[src/sv/asmq_pkg.sv]
// ----------------------------------------------------------------------------
// asmq_pkg
// Shared types and constants of the audio sample mix queue: store geometry,
// operation and mode codes, register indexes and the shared-unit interface.
// ----------------------------------------------------------------------------
package asmq_pkg;

    // store geometry
    localparam int DEPTH      = 16384;
    localparam int PRIME      = 4096;
    localparam int ENTRY_BITS = 24;
    localparam int ADDR_W     = $clog2(DEPTH);
    localparam int FILL_W     = $clog2(DEPTH + 1);

    // field widths
    localparam int OP_W     = 2;
    localparam int SAMPLE_W = 16;
    localparam int OFFSET_W = 14;
    localparam int LEVEL_W  = 15;
    localparam int MODE_W   = 2;
    localparam int GAIN_W   = 16;
    localparam int CFG_IDX_W  = 2;
    localparam int CFG_DATA_W = 16;

    // compare width for level against thresholds
    localparam int CMP_W = ((FILL_W > LEVEL_W) ? FILL_W : LEVEL_W) + 1;

    // shared unit widths
    localparam int ALU_W       = 32;
    localparam int MUL_W       = GAIN_W + 1;
    localparam int SCALE_SHIFT = 14;
    localparam int GAIN_ONE    = 1 << SCALE_SHIFT;

    // output saturation bounds
    localparam int SAMPLE_MAX = 32767;
    localparam int SAMPLE_MIN = -32768;

    // register reset values
    localparam logic [MODE_W-1:0]  MODE_RESET = MODE_W'(2);
    localparam logic [GAIN_W-1:0]  GAIN_RESET = GAIN_W'(GAIN_ONE);
    localparam logic [LEVEL_W-1:0] LOW_RESET  = LEVEL_W'(4096);
    localparam logic [LEVEL_W-1:0] HIGH_RESET = LEVEL_W'(8192);

    // operation codes
    typedef enum logic [OP_W-1:0] {
        OP_PUSH  = 2'd0,
        OP_MIX   = 2'd1,
        OP_DRAIN = 2'd2,
        OP_NONE  = 2'd3
    } op_t;

    // mode codes
    localparam logic [MODE_W-1:0] MODE_OFF  = MODE_W'(0);
    localparam logic [MODE_W-1:0] MODE_RAW  = MODE_W'(1);
    localparam logic [MODE_W-1:0] MODE_GAIN = MODE_W'(2);

    // register indexes
    localparam logic [CFG_IDX_W-1:0] REG_MODE = CFG_IDX_W'(0);
    localparam logic [CFG_IDX_W-1:0] REG_GAIN = CFG_IDX_W'(1);
    localparam logic [CFG_IDX_W-1:0] REG_LOW  = CFG_IDX_W'(2);
    localparam logic [CFG_IDX_W-1:0] REG_HIGH = CFG_IDX_W'(3);

    // shared unit operations
    typedef enum logic [1:0] {
        ALU_MUL,
        ALU_SCALE,
        ALU_ADD_SAT,
        ALU_ADD_WRAP
    } alu_op_t;

    typedef struct packed {
        alu_op_t                 op;
        logic signed [ALU_W-1:0] a;
        logic signed [ALU_W-1:0] b;
    } alu_req_t;

    // store access request
    typedef struct packed {
        logic                         we;
        logic                         re;
        logic [ADDR_W-1:0]            addr;
        logic signed [ENTRY_BITS-1:0] wdata;
    } ram_req_t;

endpackage

[src/sv/asmq_alu.sv]
// ----------------------------------------------------------------------------
// asmq_alu
// Shared arithmetic unit: gain multiply, scale toward zero, saturating add
// into an entry, and circular address add.
// ----------------------------------------------------------------------------
module asmq_alu import asmq_pkg::*; (
    input  alu_req_t                req,
    output logic signed [ALU_W-1:0] result
);

    localparam longint ENTRY_MAX_L = (64'sd1 <<< (ENTRY_BITS - 1)) - 64'sd1;
    localparam logic signed [ALU_W:0] ENTRY_MAX = (ALU_W + 1)'(ENTRY_MAX_L);
    localparam logic signed [ALU_W:0] ENTRY_MIN = (ALU_W + 1)'(-ENTRY_MAX_L - 64'sd1);
    localparam logic signed [ALU_W-1:0] SCALE_BIAS = ALU_W'(GAIN_ONE - 1);
    localparam logic [ALU_W-1:0] DEPTH_U = ALU_W'(DEPTH);

    logic signed [2*MUL_W-1:0] prod;
    logic signed [ALU_W:0]     sum;
    logic signed [ALU_W-1:0]   biased;
    logic [ALU_W-1:0]          usum;

    always_comb begin
        prod   = $signed(req.a[MUL_W-1:0]) * $signed(req.b[MUL_W-1:0]);
        sum    = {req.a[ALU_W-1], req.a} + {req.b[ALU_W-1], req.b};
        biased = req.a + (req.a[ALU_W-1] ? SCALE_BIAS : '0);
        usum   = req.a + req.b;
        result = '0;
        unique case (req.op)
            // product of sample and gain
            ALU_MUL: begin
                result = prod[ALU_W-1:0];
            end
            // divide by unity gain, truncating toward zero
            ALU_SCALE: begin
                result = biased >>> SCALE_SHIFT;
            end
            // add and clamp to the entry range
            ALU_ADD_SAT: begin
                if (sum > ENTRY_MAX) begin
                    result = ENTRY_MAX[ALU_W-1:0];
                end else if (sum < ENTRY_MIN) begin
                    result = ENTRY_MIN[ALU_W-1:0];
                end else begin
                    result = sum[ALU_W-1:0];
                end
            end
            // position from head to store slot
            ALU_ADD_WRAP: begin
                if (usum >= DEPTH_U) begin
                    result = usum - DEPTH_U;
                end else begin
                    result = usum;
                end
            end
            default: begin
                result = '0;
            end
        endcase
    end

endmodule

[config.mk]
export PLATFORM = sky130hd
export DESIGN_NAME = asmq_alu
export DESIGN_NICKNAME = d
export VERILOG_FILES = /design/src/sv/asmq_pkg.sv /design/src/sv/asmq_alu.sv
export SDC_FILE = /design/constraint.sdc
export NUM_CORES = 1
export LEC_CHECK = 0
export BUFFER_PORTS_ARGS = -buffer_cell sky130_fd_sc_hd__buf_2
export CORE_MARGIN = 5
export CORE_UTILIZATION = 56
export DETAILED_ROUTE_END_ITERATION = 7
export PLACE_DENSITY_LB_ADDON = 0.05
export SYNTH_ARGS = -nofsm -noshare
export SYNTH_HDL_FRONTEND = slang
export SYNTH_SLANG_ARGS = --single-unit
[constraint.sdc]
create_clock -name vclk -period 20.7
set_clock_uncertainty 0.1 [all_clocks]
set_input_delay 4.14 -clock vclk [all_inputs]
set_output_delay 4.14 -clock vclk [all_outputs]
set_load 0.1 [all_outputs]
==> impl_results.md, run 1 <==
- Crit path time final: 15.48 ns
- DIE AREA: between 0.02 and 0.03 mm^2
- Max-cap viol count: 0
- Vias per cell: between 5 and 6
- Clock buffers: 0
- Final Max Slew Viols: 0
- Synth Cell Area: 0.0145 mm^2
- Largest net degree at the start of global routing: 24
- WP data required: 16.46 ns
- Number of hold buffers added after CTS: 0
- Ys Warns: 0
- FFs & Latches: 0
- Netlist cell types: 74
- Seq/Total Area, Yosys: 0
- Commonest cells after routing, fill and taps aside: 324 x inv_1, 283 x fa_1, 206 x nand2_1
- Hold WC Path Type: in -> out
- Min-Delay Path Depth: 4
- Top cell by count, worst path: fa_1
- Final hold vios: 0
- Vias in the first global route: between 10,000 and 15,000
- Antenna violation net count after detailed routing: 0
- DRC violations left: 0
- RSZ-0062 raised after global routing: no
- Global route overflow: 0
- Buffers on Ports: 98
- Drt total wl: 42,100 um
- Critical path class: in -> out
- First-pass GRT wire length: 69,000 um
- Synthesized Nets: 2,246
- Slew headroom: 0.375
- Core ar.: 0.0253 mm^2
- Antenna violations before repair: 0
- Final antenna diode count: 0
- Initial Utilization: 0.572
- # fillers: 2,393
- Critical path buffers and inverters: 6
- Via count: 12,539
- WL/cell: 19.8 um
- Leading cell type in the layout, fill and taps excluded: inv_1
- GP Congestion: 0.951
- Post-DP HPWL: 34,900 um
- Layout cells sized above 1: 0.0657
- Ports: 98
- Critical path arrival: 11.24 ns
- Worst slew pin tran: just over 0.9 ns
- CP endpoint kind: output pin
- Largest stage delay on the critical path: 0.56 ns
- Area share of the largest cell type after synthesis: 0.391
- Global-route usage over all layers: 0.296
- Mean post-synth cell area: approximately 8.2 um^2
- Setup_tns: 0 ns
- Leading post-synthesis cells by cell area: fa_1 39%, ha_1 11%, inv_1 8.4%, and2_1 6.1%, nand2_1 5.3%
- Hold EP: result[8]
- Drt first pass iters: 5
- Final setup violation count: 0
- Crit start category: input port
- Cell count after synthesis: 1,767
- Status: complete, no violations
- Area added between synthesis and finish: 4.28%
- Fmax: 64.6 MHz
- Area of the multi-input gates: 0.0130 mm^2
- CP max FO: 17
- Die Y: between 150 and 200 um
- Synth area leader: fa_1
- Total setup buffers inserted after CTS: 0
- Slowest-stage cell, CP: fa_1
- Iter 0 DRT Violations: 958
- Die Wd: 171 um
- FF/Latch Area: 0 um^2
- FP Rows: 58
- Period utilization: 0.748
- Hold_sp: req[54]
- Post-CTS resize count: 0
- Worst path top cell family by delay: adder cells
- NumNets Final: 2,278
-- area by class of cell --
class | instances | area share
timing repair buffer | 99 | 0.0330
tap | 330 | 0.0273
multi-input combinational | 1374 | 0.859
inverter | 324 | 0.0805
-- metrics by stage --
step           utilization  hold slack [ns]  setup slack [ns]  instances  area, um^2
2_1_floorplan            -             8.77              5.36       1767       14500
3_3_place_gp         0.596             8.83              5.39       2127       15100
3_5_place_dp         0.596             8.81              5.34       2127       15100
4_1_cts              0.596             8.82              5.31       2127       15100
5_1_grt              0.596             8.85              4.87       2127       15100
6_report             0.596             8.82              5.22       2127       15100
-- Yosys cell counts, types with 20 or more instances --
library cell / instances
a21oi_1: 73
nand4_1: 23
clkbuf_1: 61
xnor2_1: 51
ha_1: 130
inv_1: 324
xor2_1: 27
and2_1: 141
nand2_1: 206
a21o_1: 20
nor2_1: 78
nand3_1: 32
fa_1: 283
o21ai_0: 47
-- cells by family (layout without fill, tap and decap cells) --
kind of cell    Yosys count  in the layout  synth area share
simple gates            598            598             0.212
mux                       1              1          0.000691
fa+ha+maj               413            413             0.503
buf+inv                 393            423             0.104
compound gates          284            284             0.132
xor+xnor                 78             78            0.0472
-- layer usage --
metal  vias up  share of wire  GRT usage
li1       5760              -          -
met1      6285           0.43      0.417
met2       431           0.48      0.501
met3        63          0.071     0.0340
met4         0          0.024     0.0589
met5         -              0          0
-- worst max-delay path by stage --
stage               cells past startpoint  slack (ns)  startpoint    endpoint
global placement                       25        5.39      req[4]  result[30]
floorplan                              24        5.36     req[34]  result[30]
CTS                                    25        5.31      req[4]  result[30]
global route                           25        4.87      req[4]  result[30]
detailed placement                     25        5.34      req[4]  result[30]
finish                                 25        5.22      req[4]  result[30]
Power of run 1 is left out: the tool's default activity adds up to more than one toggle a clock period on the data nets, which glitch-free logic cannot reach.
==> inputs of run 2 (changes only) <==
- clock period: 20.7 -> 15.8 ns (I/O delays scaled with it)
==> run 2 against run 1 <==
Effect of this change: design area stayed put; hold slack worse by 1.9 ns; routed wire length is essentially flat; first-iteration DRC count decreased by 11%; count of clock-buffer cells in the layout unchanged; global-route usage is 0.067 points higher; via count rose by 0.53%; worst setup slack worse by 2.9 ns; critical path type unchanged; largest cell class unchanged; highest routed layer unchanged.
==> impl_results.md, run 2 (synthesis gave the netlist of run 1 again) <==
- Critical path buffers and inverters: 6 (unchanged)
- Antenna violation net count after detailed routing: 0 (unchanged)
- Drt first pass iters: 5 (unchanged)
- Buffers on Ports: 98 (unchanged)
- Via count: 12,605 (+0.53%)
- Clock buffers: 0 (unchanged)
- Drt total wl: 42,100 um (about the same)
- Slew headroom: 0.362 (-0.0130)
- Area added between synthesis and finish: 4.28% (unchanged)
- Worst slew pin tran: 0.950 ns (+0.0194 ns)
- Worst path top cell family by delay: adder cells
- DRC violations left: 0 (unchanged)
- Status: complete, no violations
- Vias per cell: 5.93 (+0.53%)
- Post-CTS resize count: 0 (unchanged)
- GP Congestion: 0.951 (unchanged)
- Core ar.: 0.0253 mm^2 (unchanged)
- NumNets Final: 2,278 (unchanged)
- Layout cells sized above 1: 0.0657 (unchanged)
- CP endpoint kind: output pin
- WP data required: 12.54 ns (-3.92 ns)
- Final hold vios: 0 (unchanged)
- # fillers: 2,373 (-0.84%)
- Setup_tns: 0 ns (unchanged)
- RSZ-0062 raised after global routing: no
- Iter 0 DRT Violations: 848 (-11%)
- Commonest cells after routing, fill and taps aside: 324 x inv_1, 283 x fa_1, 206 x nand2_1
- FP Rows: 58 (unchanged)
- FF/Latch Area: 0 um^2 (unchanged)
- CP max FO: 17 (unchanged)
- Global route overflow: 0 (unchanged)
- Post-DP HPWL: 34,900 um (about the same)
- Initial Utilization: 0.572 (unchanged)
- Total setup buffers inserted after CTS: 0 (unchanged)
- Hold WC Path Type: in -> out
- Final Max Slew Viols: 0 (unchanged)
- Largest stage delay on the critical path: 0.56 ns (about the same)
- Number of hold buffers added after CTS: 0 (unchanged)
- FFs & Latches: 0 (unchanged)
- Area of the multi-input gates: 0.0130 mm^2 (unchanged)
- Top cell by count, worst path: fa_1
- Vias in the first global route: 13,209 (+0.90%)
- Period utilization: 0.856
- Final setup violation count: 0 (unchanged)
- Crit start category: input port
- Final antenna diode count: 0 (unchanged)
- Slowest-stage cell, CP: fa_1
- Fmax: roughly 74 MHz
- DIE AREA: 0.0292 mm^2 (unchanged)
- Crit path time final: between 10 and 15 ns
- Global-route usage over all layers: 0.297 (+0.000668)
- Critical path class: in -> out
- First-pass GRT wire length: 69,500 um (+0.80%)
- WL/cell: 19.8 um (about the same)
- Die Y: 171 um (unchanged)
- Hold slack: 6.89 ns (-1.93 ns)
- Die Wd: 171 um (unchanged)
- Largest net degree at the start of global routing: 24 (unchanged)
- Leading cell type in the layout, fill and taps excluded: inv_1
- Critical path arrival: 10.27 ns (-0.97 ns)
- Ports: 98 (unchanged)
- Max-cap viol count: 0 (unchanged)
- Antenna violations before repair: 0 (unchanged)
- Util after Layout: 0.596 (unchanged)
-- run 2: worst paths after layout --
path,startpoint,endpoint,cells past startpoint
max,req[4],result[30],25
min,req[54],result[8],4
-- run 2: metrics by stage --
| step | area (um^2) | std cells | setup WS, ns |
|---|---|---|---|
| after global routing | 15100 | 2127 | 1.88 |
| after floorplan | 14500 | 1767 | 2.42 |
| after detailed placement | 15100 | 2127 | 2.38 |
| after CTS | 15100 | 2127 | 2.36 |
| after global placement | 15100 | 2127 | 2.45 |
| final | 15100 | 2127 | 2.27 |
-- run 2: per-layer routing --
metal | track usage | up-vias | wire length (um)
li1 | - | 5766 | -
met3 | 0.0379 | 65 | 2940
met5 | 0 | - | 0
met4 | 0.0637 | 0 | 1050
met1 | 0.415 | 6358 | 18000
met2 | 0.500 | 416 | 20200
-- run 2: layout make-up --
cell class	count	area share
multi-input combinational	1374	0.859
inverter	324	0.0805
timing repair buffer	99	0.0330
tap	330	0.0273
Power of run 2 is left out for the same reason.
